### config.mk
export PLATFORM = sky130hd
export DESIGN_NAME = base85_ipv6_encode_flat
export DESIGN_NICKNAME = d
export VERILOG_FILES = /design/src/b85_pkg.sv /design/src/b85_if.sv /design/src/b85_div_unit.sv /design/src/base85_ipv6_encode.sv /design/src/flat_wrapper.sv
export SDC_FILE = /design/constraint.sdc
export NUM_CORES = 1
export LEC_CHECK = 0
export ABC_AREA = 1
export BUFFER_PORTS_ARGS = -buffer_cell sky130_fd_sc_hd__buf_2
export CAP_MARGIN = 20
export CORE_ASPECT_RATIO = 1.4
export CORE_MARGIN = 1.5
export CORE_UTILIZATION = 40
export CTS_CLUSTER_DIAMETER = 150
export DETAILED_ROUTE_END_ITERATION = 8
export PLACE_DENSITY = 0.54
export SLEW_MARGIN = 10
export SYNTH_ARGS = -nofsm -noshare
export SYNTH_HDL_FRONTEND = slang
export SYNTH_SLANG_ARGS = --single-unit
export TNS_END_PERCENT = 20
### constraint.sdc
create_clock -name clk_i -period 20.8 [get_ports clk_i]
set_input_delay 6.24 -clock clk_i [delete_from_list [all_inputs] [get_ports clk_i]]
set_output_delay 6.24 -clock clk_i [all_outputs]
set_load 0.02 [all_outputs]
### src/b85_pkg.sv
package b85_pkg;

  // field widths
  localparam int unsigned AddrW = 64;
  localparam int unsigned CharW = 7;
  localparam int unsigned RemW = 7;
  localparam int unsigned QuotW = 2 * AddrW;

  // division constants
  localparam int unsigned Radix = 85;
  localparam int unsigned NumDigits = 20;
  localparam int unsigned DigitCntW = $clog2(NumDigits);
  localparam int unsigned BytesPerQuot = QuotW / 8;
  localparam int unsigned ByteCntW = $clog2(BytesPerQuot);

  localparam logic [DigitCntW-1:0] LastDigit = DigitCntW'(NumDigits - 1);
  localparam logic [ByteCntW-1:0] LastByte = ByteCntW'(BytesPerQuot - 1);

  // control from the sequencer to the divide unit
  typedef struct packed {
    logic load;
    logic step;
    logic last_byte;
  } div_ctrl_t;

  // status from the divide unit
  typedef struct packed {
    logic [RemW-1:0] rem_next;
    logic            quot_zero;
  } div_stat_t;

  // rfc 1924 alphabet: 0-9, A-Z, a-z, then the symbol set
  function automatic logic [CharW-1:0] digit_to_char(input logic [RemW-1:0] r);
    logic [CharW-1:0] c;
    c = 7'd48;
    if (r < 7'd10) begin
      c = 7'(r + 7'd48);
    end else if (r < 7'd36) begin
      c = 7'(r + 7'd55);
    end else if (r < 7'd62) begin
      c = 7'(r + 7'd61);
    end else begin
      case (r)
        7'd62: c = 7'd33;
        7'd63: c = 7'd35;
        7'd64: c = 7'd36;
        7'd65: c = 7'd37;
        7'd66: c = 7'd38;
        7'd67: c = 7'd40;
        7'd68: c = 7'd41;
        7'd69: c = 7'd42;
        7'd70: c = 7'd43;
        7'd71: c = 7'd45;
        7'd72: c = 7'd59;
        7'd73: c = 7'd60;
        7'd74: c = 7'd61;
        7'd75: c = 7'd62;
        7'd76: c = 7'd63;
        7'd77: c = 7'd64;
        7'd78: c = 7'd94;
        7'd79: c = 7'd95;
        7'd80: c = 7'd96;
        7'd81: c = 7'd123;
        7'd82: c = 7'd124;
        7'd83: c = 7'd125;
        7'd84: c = 7'd126;
        default: c = 7'd48;
      endcase
    end
    return c;
  endfunction

endpackage

### src/b85_if.sv
// address channel
interface b85_addr_if;
  logic                           valid;
  logic                           ready;
  logic [b85_pkg::AddrW-1:0]      addr_hi;
  logic [b85_pkg::AddrW-1:0]      addr_lo;

  modport source (output valid, output addr_hi, output addr_lo, input ready);
  modport sink (input valid, input addr_hi, input addr_lo, output ready);
endinterface

// digit channel
interface b85_digit_if;
  logic                           valid;
  logic                           ready;
  logic [b85_pkg::CharW-1:0]      digit_char;
  logic                           digit_last;

  modport source (output valid, output digit_char, output digit_last, input ready);
  modport sink (input valid, input digit_char, input digit_last, output ready);
endinterface

### src/b85_div_unit.sv
module b85_div_unit (
  input  logic                      clk_i,
  input  logic                      rst_ni,
  input  b85_pkg::div_ctrl_t        ctrl_i,
  input  logic [b85_pkg::AddrW-1:0] addr_hi_i,
  input  logic [b85_pkg::AddrW-1:0] addr_lo_i,
  output b85_pkg::div_stat_t        stat_o
);

  logic [b85_pkg::QuotW-1:0] quot_q, quot_d;
  logic [b85_pkg::RemW-1:0]  rem_q, rem_d;
  logic [b85_pkg::RemW-1:0]  rem_nx;
  logic [7:0]                qbyte;

  // restoring division of one byte by the radix, top bit first
  always_comb begin
    logic [7:0]               t;
    logic [b85_pkg::RemW-1:0] r;
    logic [7:0]               in_byte;
    r = rem_q;
    in_byte = quot_q[b85_pkg::QuotW-1 -: 8];
    qbyte = '0;
    for (int i = 0; i < 8; i++) begin
      t = {r, in_byte[7-i]};
      if (t >= 8'(b85_pkg::Radix)) begin
        t = 8'(t - 8'(b85_pkg::Radix));
        qbyte[7-i] = 1'b1;
      end
      r = t[b85_pkg::RemW-1:0];
    end
    rem_nx = r;
  end

  // quotient shifts left a byte per step, new quotient bytes enter at the bottom
  always_comb begin
    quot_d = quot_q;
    rem_d = rem_q;
    if (ctrl_i.load) begin
      quot_d = {addr_hi_i, addr_lo_i};
      rem_d = '0;
    end else if (ctrl_i.step) begin
      quot_d = {quot_q[b85_pkg::QuotW-9:0], qbyte};
      rem_d = ctrl_i.last_byte ? '0 : rem_nx;
    end
  end

  always_ff @(posedge clk_i or negedge rst_ni) begin
    if (!rst_ni) begin
      quot_q <= '0;
      rem_q <= '0;
    end else begin
      quot_q <= quot_d;
      rem_q <= rem_d;
    end
  end

  assign stat_o.rem_next = rem_nx;
  assign stat_o.quot_zero = (quot_q == '0);

endmodule

### src/base85_ipv6_encode.sv
// RFC 1924 base85 encoder for one IPv6 address. An address transaction carries
// the 128-bit value as two 64-bit halves; the block answers with 20 digit
// transactions, most significant digit first, each one ASCII character of the
// 85-symbol alphabet, with digit_last set on the twentieth. The address is
// divided by 85 twenty times on one shared byte-wide restoring divider that
// takes 8 quotient bits per cycle; the 20 digits then leave at up to one per
// cycle, as the sink takes them. The address channel is ready only while the
// block is idle; the last digit may still wait in the output register while
// the next address is accepted.
module base85_ipv6_encode (
  input  logic        clk_i,
  input  logic        rst_ni,
  b85_addr_if.sink    addr_i,
  b85_digit_if.source digit_o
);

  localparam logic [1:0] StIdle = 2'd0;
  localparam logic [1:0] StDiv  = 2'd1;
  localparam logic [1:0] StEmit = 2'd2;

  logic [1:0]                        state_q, state_d;
  logic [b85_pkg::ByteCntW-1:0]      byte_cnt_q, byte_cnt_d;
  logic [b85_pkg::DigitCntW-1:0]     digit_cnt_q, digit_cnt_d;
  logic                              out_valid_q, out_valid_d;
  logic [b85_pkg::CharW-1:0]         out_char_q;
  logic                              out_last_q;
  logic [b85_pkg::CharW-1:0]         store_q [b85_pkg::NumDigits];

  b85_pkg::div_ctrl_t div_ctrl;
  b85_pkg::div_stat_t div_stat;

  logic in_fire;
  logic digit_wr;
  logic out_load;

  assign addr_i.ready = (state_q == StIdle);
  assign in_fire = addr_i.valid && addr_i.ready;
  assign digit_wr = (state_q == StDiv) && (byte_cnt_q == b85_pkg::LastByte);
  assign out_load = (state_q == StEmit) && (!out_valid_q || digit_o.ready);

  assign div_ctrl.load = in_fire;
  assign div_ctrl.step = (state_q == StDiv);
  assign div_ctrl.last_byte = (byte_cnt_q == b85_pkg::LastByte);

  b85_div_unit u_div (
    .clk_i     (clk_i),
    .rst_ni    (rst_ni),
    .ctrl_i    (div_ctrl),
    .addr_hi_i (addr_i.addr_hi),
    .addr_lo_i (addr_i.addr_lo),
    .stat_o    (div_stat)
  );

  // sequencer: divide twenty times, then count the digits back out
  always_comb begin
    state_d = state_q;
    byte_cnt_d = byte_cnt_q;
    digit_cnt_d = digit_cnt_q;
    case (state_q)
      StIdle: begin
        if (in_fire) begin
          state_d = StDiv;
          byte_cnt_d = '0;
          digit_cnt_d = '0;
        end
      end
      StDiv: begin
        byte_cnt_d = byte_cnt_q + 1'b1;
        if (digit_wr) begin
          if (digit_cnt_q == b85_pkg::LastDigit) begin
            state_d = StEmit;
          end else begin
            digit_cnt_d = digit_cnt_q + 1'b1;
          end
        end
      end
      StEmit: begin
        if (out_load) begin
          if (digit_cnt_q == '0) begin
            state_d = StIdle;
          end else begin
            digit_cnt_d = digit_cnt_q - 1'b1;
          end
        end
      end
      default: begin
        state_d = StIdle;
      end
    endcase
  end

  // output register valid
  always_comb begin
    out_valid_d = out_valid_q;
    if (out_load) begin
      out_valid_d = 1'b1;
    end else if (digit_o.ready) begin
      out_valid_d = 1'b0;
    end
  end

  always_ff @(posedge clk_i or negedge rst_ni) begin
    if (!rst_ni) begin
      state_q <= StIdle;
      byte_cnt_q <= '0;
      digit_cnt_q <= '0;
      out_valid_q <= 1'b0;
    end else begin
      state_q <= state_d;
      byte_cnt_q <= byte_cnt_d;
      digit_cnt_q <= digit_cnt_d;
      out_valid_q <= out_valid_d;
    end
  end

  // digit store, least significant digit at entry zero
  always_ff @(posedge clk_i) begin
    if (digit_wr) begin
      store_q[digit_cnt_q] <= b85_pkg::digit_to_char(div_stat.rem_next);
    end
  end

  // output payload
  always_ff @(posedge clk_i) begin
    if (out_load) begin
      out_char_q <= store_q[digit_cnt_q];
      out_last_q <= (digit_cnt_q == '0);
    end
  end

  assign digit_o.valid = out_valid_q;
  assign digit_o.digit_char = out_char_q;
  assign digit_o.digit_last = out_last_q;

  // an accepted address starts a fresh divide
  a_start: assert property (@(posedge clk_i) disable iff (!rst_ni)
    in_fire |=> (state_q == StDiv) && (byte_cnt_q == '0) && (digit_cnt_q == '0))
    else $error("divide did not start cleanly");

  // the twentieth remainder moves the block to emitting
  a_to_emit: assert property (@(posedge clk_i) disable iff (!rst_ni)
    digit_wr && (digit_cnt_q == b85_pkg::LastDigit) |=> (state_q == StEmit))
    else $error("missed end of dividing phase");

  // twenty divides by 85 always leave a zero quotient
  a_quot_zero: assert property (@(posedge clk_i) disable iff (!rst_ni)
    (state_q == StEmit) |-> div_stat.quot_zero)
    else $error("quotient not zero after last digit");

  // the last digit is only loaded on the way out of emitting
  a_last_exit: assert property (@(posedge clk_i) disable iff (!rst_ni)
    out_load && (digit_cnt_q == '0) |=> (state_q == StIdle) && digit_o.digit_last)
    else $error("last digit flag out of step with sequencer");

endmodule
### src/flat_wrapper.sv
// flat-port wrapper written by rule: the top's interface ports become plain ports
module base85_ipv6_encode_flat 
  (clk_i, rst_ni, addr_i_valid, addr_i_addr_hi, addr_i_addr_lo, addr_i_ready, digit_o_valid, digit_o_digit_char, digit_o_digit_last, digit_o_ready);
  b85_addr_if addr_i_i ();
  b85_digit_if digit_o_i ();
  input  logic clk_i;
  input  logic rst_ni;
  input wire logic [$bits(addr_i_i.valid)-1:0] addr_i_valid;
  input wire logic [$bits(addr_i_i.addr_hi)-1:0] addr_i_addr_hi;
  input wire logic [$bits(addr_i_i.addr_lo)-1:0] addr_i_addr_lo;
  output wire logic [$bits(addr_i_i.ready)-1:0] addr_i_ready;
  output wire logic [$bits(digit_o_i.valid)-1:0] digit_o_valid;
  output wire logic [$bits(digit_o_i.digit_char)-1:0] digit_o_digit_char;
  output wire logic [$bits(digit_o_i.digit_last)-1:0] digit_o_digit_last;
  input wire logic [$bits(digit_o_i.ready)-1:0] digit_o_ready;
  assign addr_i_i.valid = addr_i_valid;
  assign addr_i_i.addr_hi = addr_i_addr_hi;
  assign addr_i_i.addr_lo = addr_i_addr_lo;
  assign addr_i_ready = addr_i_i.ready;
  assign digit_o_valid = digit_o_i.valid;
  assign digit_o_digit_char = digit_o_i.digit_char;
  assign digit_o_digit_last = digit_o_i.digit_last;
  assign digit_o_i.ready = digit_o_ready;
  base85_ipv6_encode u_core (.clk_i(clk_i), .rst_ni(rst_ni), .addr_i(addr_i_i), .digit_o(digit_o_i));
endmodule
==> results of run 1 <==
## layout by cell type, fill, tap and decap left out, drive strengths merged, types with 44 or more instances in the layout
cell and instances:
nand2 502, inv 209, buf 154, edfxtp 148, dfrtp 147, nand3 137, nor2 88, o221ai 65
a22oi 62, o211ai 45, a21oi 45, o21ai 45, clkbuf 44
## how the worst max path moves through the flow
stage	slack, ns	end	cells after the start	startpoint
floorplan	11.42	u_core.store_q[0][3]$_DFFE_PP_	77	u_core.u_div.quot_q[127]$_DFFE_PN0P_
global placement	10.49	u_core.store_q[16][5]$_DFFE_PP_	75	u_core.u_div.quot_q[127]$_DFFE_PN0P_
detailed placement	10.00	u_core.store_q[7][5]$_DFFE_PP_	75	u_core.u_div.quot_q[127]$_DFFE_PN0P_
CTS	9.97	u_core.store_q[11][5]$_DFFE_PP_	75	u_core.u_div.quot_q[127]$_DFFE_PN0P_
global route	8.59	u_core.store_q[8][5]$_DFFE_PP_	75	u_core.u_div.quot_q[127]$_DFFE_PN0P_
finish	10.03	u_core.store_q[3][5]$_DFFE_PP_	73	u_core.u_div.quot_q[127]$_DFFE_PN0P_
## area by class of cell
class	instances	area [um^2]
Antenna cell	6	15.0
Clock buffer	44	845
Clock inverter	11	68.8
Fill cell	3644	20200
Inverter	209	792
Multi-Input combinational cell	1099	6180
Sequential cell	295	8120
Tap cell	473	592
Timing Repair Buffer	154	810
## stage by stage
| step | hold WS [ns] | instances |
|---|---|---|
| CTS | 0.490 | 2285 |
| detailed placement | 0.472 | 2230 |
| floorplan | 0.452 | 1666 |
| finish | 0.484 | 2291 |
| global placement | 0.464 | 2228 |
| global route | 0.516 | 2285 |
## state kept, by name, indices dropped and copies added, names as in the netlist
signal and count:
u_core.byte_cnt_q 4, u_core.digit_o.digit_last 1, u_core.store_q 140, u_core.digit_cnt_q 5
u_core.digit_o.digit_char 7, u_core.u_div.quot_q 128, u_core.digit_o.valid 1, u_core.state_q 2
u_core.u_div.rem_q 7
## routing by layer
metal / wire length, um / part of all wire [%] / vias up / GRT usage [%]
li1: - / - / 5957 / -
met5: 92 / 0.23 / - / 0
met2: 20400 / 50 / 248 / 37.9
met1: 17000 / 42 / 5778 / 25.1
met4: 943 / 2.3 / 16 / 5.55
met3: 2130 / 5.3 / 75 / 4.10
## logic make-up (layout without fill, tap and decap cells)
logic type,Yosys count,count (layout),share of synthesized area [%]
buffers and inverters,272,418,6.85
XOR/XNOR,18,18,1.13
adder cells (fa/ha/maj),31,31,2.58
AND/OR/NAND/NOR,761,761,22.5
AO/OA/AOI/OAI,289,289,13.9
other,0,6,0
flip-flops,295,295,53.0
## worst max-delay path, delay by kind of cell (launching register included)
kind | cells | cell delay [ns]
flip-flops | 1 | 0.42
XOR/XNOR | 1 | 0.35
adder cells (fa/ha/maj) | 9 | 1.87
AO/OA/AOI/OAI | 1 | 0.21
AND/OR/NAND/NOR | 52 | 6.71
buffers and inverters | 10 | 0.80
==> results.yml, run 1 <==
timing:
  final.min_clock_period_ns: 10.77
  worst_pin_slew_ns: 0.979
  finClkSkew_ns: 0.0277
  setup_ws_ns: 10.03
  fin_crit_sh_pct: 51.8
  tns_ns: 0
  fmax_mhz: 92.9
  slew_viol_final: 0
  slew_headroom_pct: 34.7
  hold_viol_final: 0
  setup_viol: 0
  rsz0062_at_grt: "no"
logic_synthesis:
  yosys_warnings: 0
  synth_ff_type: "edfxtp_1"
  yosysTopAreaCellShare_pct: 29.0
  ys_async_sr_fraction_pct: 49.8
  ys_ff_latch: 295
  postSynthCellCount: 1666
  synthesis.area_mm2: 0.0153
  synthTopCellsByCount: "453 x nand2_1, 176 x inv_1, 148 x edfxtp_1"
  syn_avg_cell_area_um2: 9.19
  syn_nets: 1829
  yosys.area.top_type: "edfxtp_1"
  synth.most_common_cell: "nand2_1"
  synth_edf_count: 148
  synth_area_leaders: "edfxtp_1 29%, dfrtp_1 24%, nand2_1 11%"
  yosysSeqAreaShare_pct: 53.0
  synth.distinct_cells: 53
global_route:
  grt-ovfl-total: 0
  grt_pass1_wl_mm: 65.2
  grt_usage_pct: 20.8
  grt_antenna_before_repair: 12
  grt_pass1_vias: 12430
  grt_start_max_net_pins: 88
worst_hold_path:
  hold_class: "flip-flop to flip-flop"
  holdPathEnd: "u_core.u_div.quot_q[99]$_DFFE_PN0P_"
  min-delay-start: "u_core.u_div.quot_q[91]$_DFFE_PN0P_"
  hold_depth: 2
clocking:
  cts_buffers: 31
  cts.path.max_buffers: 3
  path_clk_slew_ns: 0.06
  clock_latency_ns: 0.58
  cts-root-buf: "clkbuf_16"
  post_cts_buffers: 0
  ctsResizeCount: 0
  cts_num_sinks: 295
  cts_tree: "done"
  holdBufCountCts: 0
  cts_max_level: 1
setup_path:
  start_kind: "flip-flop"
  reg2reg_from: "u_core.u_div.quot_q[127]$_DFFE_PN0P_"
  r2r_end: "u_core.store_q[3][5]$_DFFE_PP_"
  worst_ep_arrival_time_ns: 10.93
  reg2reg_depth: 73
  cp_max_fo: 20
  rrSetupSlack_ns: 10.03
  crit_type: "flip-flop to flip-flop"
  cp_common_cell: "nand2_1"
  critPathRequiredTime_ns: 20.96
  max_stage_delay_ns: 0.42
  cp-end-kind: "flip-flop"
  crit_slowest_cell: "dfrtp_1"
routing:
  viasPerCell: 5.27
  dr_total_vias: 12074
  drt-wirelength-per-cell_um: 17.7
  drc: 0
  wirelength_mm: 40.6
  detail_route.first_pass.iterations: 5
  drt_iter0_drc: 725
  antenna_left: 0
status:
  outcome: "completed"
floorplan:
  start_util_pct: 40.7
  die_w_um: 168
  coreArea_mm2: 0.0376
  row_count: 84
  die_area_mm2: 0.0395
  ios: 142
  fp.dieH_um: 235
place:
  gp_congestion: 0.874
  dpl-instance-area_mm2: 0.0165
  place_ws_ns: 10.00
  numPortBuffers: 141
  dp_hpwl_mm: 28.7
final_layout:
  final_area_mm2: 0.0174
  fin_util_pct: 46.3
  drive_gt1_share_pct: 18.0
  nNetsFinal: 1953
  syn2layout_area_growth_pct: 13.8
run:
  drv_cap: 0
Power of run 1 is left out: the tool's default activity adds up to more than one toggle a clock period on the data nets, which glitch-free logic cannot reach.
==> run 2: changes to the inputs <==
Settings changed: ABC_AREA 1 to 0.
Clock period 20.8 ns to 10.6 ns, I/O delays scaled along.
==> run 2 against run 1 <==
  * Maximum frequency up 2.8%
  * Clock skew down 0.0046 ns
  * Final cell count up 3.2%
  * Largest cell class is now multi-input gates
==> results.yml, run 2 <==
clocking:
  cts.path.max_buffers: 3
  cts_buffers: 30
  path_clk_slew_ns: 0.06
  cts_max_level: 1
  cts-root-buf: "clkbuf_16"
  clock_latency_ns: 0.59
  cts_tree: "done"
  cts_num_sinks: 295
final_layout:
  mostFrequentLayoutCells: "191 x buf_4, 182 x nand2_1, 176 x o21ai_0"
  fin_util_pct: 53.0
  drive_gt1_share_pct: 33.6
  largestRegisters: "u_core.store_q: 140 flops, u_core.u_div.quot_q: 128 flops"
  nNetsFinal: 1968
  syn2layout_area_growth_pct: 30.5
  top_register: "u_core.store_q"
  mostFrequentLayoutCell: "buf_4"
  nFillCells: 3565
  largest_reg_flops: 140
timing:
  hold_viol_final: 0
  fmax_mhz: 95.4
  finClkSkew_ns: 0.0231
  setup_viol: 0
  rsz0062_at_grt: "yes"
  setup_ws_ns: 0.123
  slew_viol_final: 0
  slew_headroom_pct: 32.3
  fin_crit_sh_pct: 98.8
  final.min_clock_period_ns: 10.48
  worst_pin_slew_ns: 1.01
floorplan:
  row_count: 87
  die_area_mm2: 0.0423
  die_w_um: 174
  coreArea_mm2: 0.0404
  ios: 142
  fp.dieH_um: 243
  start_util_pct: 40.6
logic_synthesis:
  synth_edf_count: 148
  synthesis.area_mm2: 0.0164
  synth.distinct_cells: 106
  yosys_warnings: 0
  synth.most_common_cell: "nand2_1"
  synthTopCellsByCount: "186 x nand2_1, 180 x o21ai_0, 148 x edfxtp_1"
  yosysTopAreaCellShare_pct: 27.1
  syn_nets: 1651
  yosysSeqAreaShare_pct: 49.5
  yosys.area.top_type: "edfxtp_1"
  postSynthCellCount: 1488
  ys_ff_latch: 295
  syn_avg_cell_area_um2: 11.0
  synth_area_leaders: "edfxtp_1 27%, dfrtp_1 22%, mux2i_1 8.3%"
  ys_async_sr_fraction_pct: 49.8
  synth_ff_type: "edfxtp_1"
setup_path:
  critPathRequiredTime_ns: 11.04
  worst_ep_arrival_time_ns: 10.92
  max_stage_delay_ns: 0.42
  cp_common_cell: "ha_4"
  crit_slowest_cell: "dfrtp_1"
  timing.critical_path.buf_inv: 11
  cp-end-kind: "flip-flop"
  path_delay_family: "compound AO/OA/AOI/OAI gates"
  crit_type: "flip-flop to flip-flop"
  start_kind: "flip-flop"
  cp_max_fo: 6
place:
  numPortBuffers: 141
  gp_congestion: 0.925
  dp_hpwl_mm: 33.4
  place_ws_ns: -0.303
routing:
  antenna_left: 0
  detail_route.first_pass.iterations: 5
  drc: 0
  drt_iter0_drc: 762
  drt-wirelength-per-cell_um: 20.2
  wirelength_mm: 47.8
  dr_total_vias: 13132
  viasPerCell: 5.55
status:
  outcome: "completed"
global_route:
  grt_pass1_wl_mm: 74.1
  grt_pass1_vias: 13413
  grt_usage_pct: 22.3
  grt_start_max_net_pins: 137
  grt-ovfl-total: 0
  grt_antenna_before_repair: 3
worst_hold_path:
  hold_class: "flip-flop to flip-flop"
run:
  drv_cap: 0
run 2: changes by cell type in the layout (fill, tap and decap cells not counted), moves of 35 or more:
cell and delta:
o21ai_0 +152, buf_4 +178, inv_1 -156, nand2_1 -271, mux4_2 +35, a22oi_1 -44
o221ai_1 -64, nand3_1 -111, mux2i_1 +134
run 2: logic make-up after synthesis:
logic type	share of synthesized area, %
AOI/OAI and AO/OA	18.0
and+or+nand+nor	11.1
DFF	49.5
muxes	14.2
buffers and inverters	2.68
xor gates and xnor gates	2.12
adders and majority gates	2.41
run 2: what timing repair did:
| item | 4_1_cts | 5_1_grt |
|---|---|---|
| hold buffers | 0 | 0 |
| gates cloned | 7 | 3 |
| setup endpoints to repair | 140 | 140 |
| buffers inserted | 10 | 32 |
| pin swaps | 27 | 68 |
| resized for setup | 22 | 76 |
run 2: path summary, 6_finish.rpt:
path	endpoint	slack, ns	cells past startpoint	start
worst max-delay path	u_core.store_q[18][6]$_DFFE_PP_	0.12	63	u_core.u_div.quot_q[127]$_DFFE_PN0P_
worst min-delay path	u_core.byte_cnt_q[0]$_DFFE_PN0P_	0.51	1	u_core.byte_cnt_q[0]$_DFFE_PN0P_
worst max register to register	u_core.store_q[18][6]$_DFFE_PP_	0.12	63	u_core.u_div.quot_q[127]$_DFFE_PN0P_
worst min register to register	u_core.byte_cnt_q[0]$_DFFE_PN0P_	0.51	1	u_core.byte_cnt_q[0]$_DFFE_PN0P_
max in group asynchronous	u_core.u_div.quot_q[75]$_DFFE_PN0P_	6.59	2	rst_ni
min in group asynchronous	u_core.u_div.quot_q[39]$_DFFE_PN0P_	2.69	1	rst_ni
run 2: area by class of cell:
type                    instances  area, um^2  area share, %
multi-input cells            1089        8890           41.5
flip-flops and latches        295        8130           38.0
repair buffers                358        2560           12.0
clock buffers                  36         795           3.71
well taps                     534         668           3.12
clock inverters                20         240           1.12
inverters                      31         129          0.602
diodes                          1        2.50         0.0117
run 2: routing by layer:
layer / vias to the layer above / track usage (%) / routed length (um)
li1: 6275 / - / -
met1: 6418 / 24.7 / 17800
met2: 336 / 43.2 / 26200
met3: 101 / 3.10 / 2130
met4: 2 / 7.71 / 1620
met5: - / 0 / 10
run 2: through the flow:
step / hold WS, ns / area (um^2) / instances / setup TNS (ns)
after detailed placement: 0.506 / 19300 / 2253 / -28.19
after global placement: 0.497 / 19300 / 2253 / -1.26
after global routing: 0.528 / 21400 / 2363 / -30.07
after CTS: 0.515 / 20600 / 2326 / 0
final: 0.509 / 21400 / 2364 / 0
after floorplan: 0.476 / 16900 / 1488 / 0
Power of run 2 is left out for the same reason.
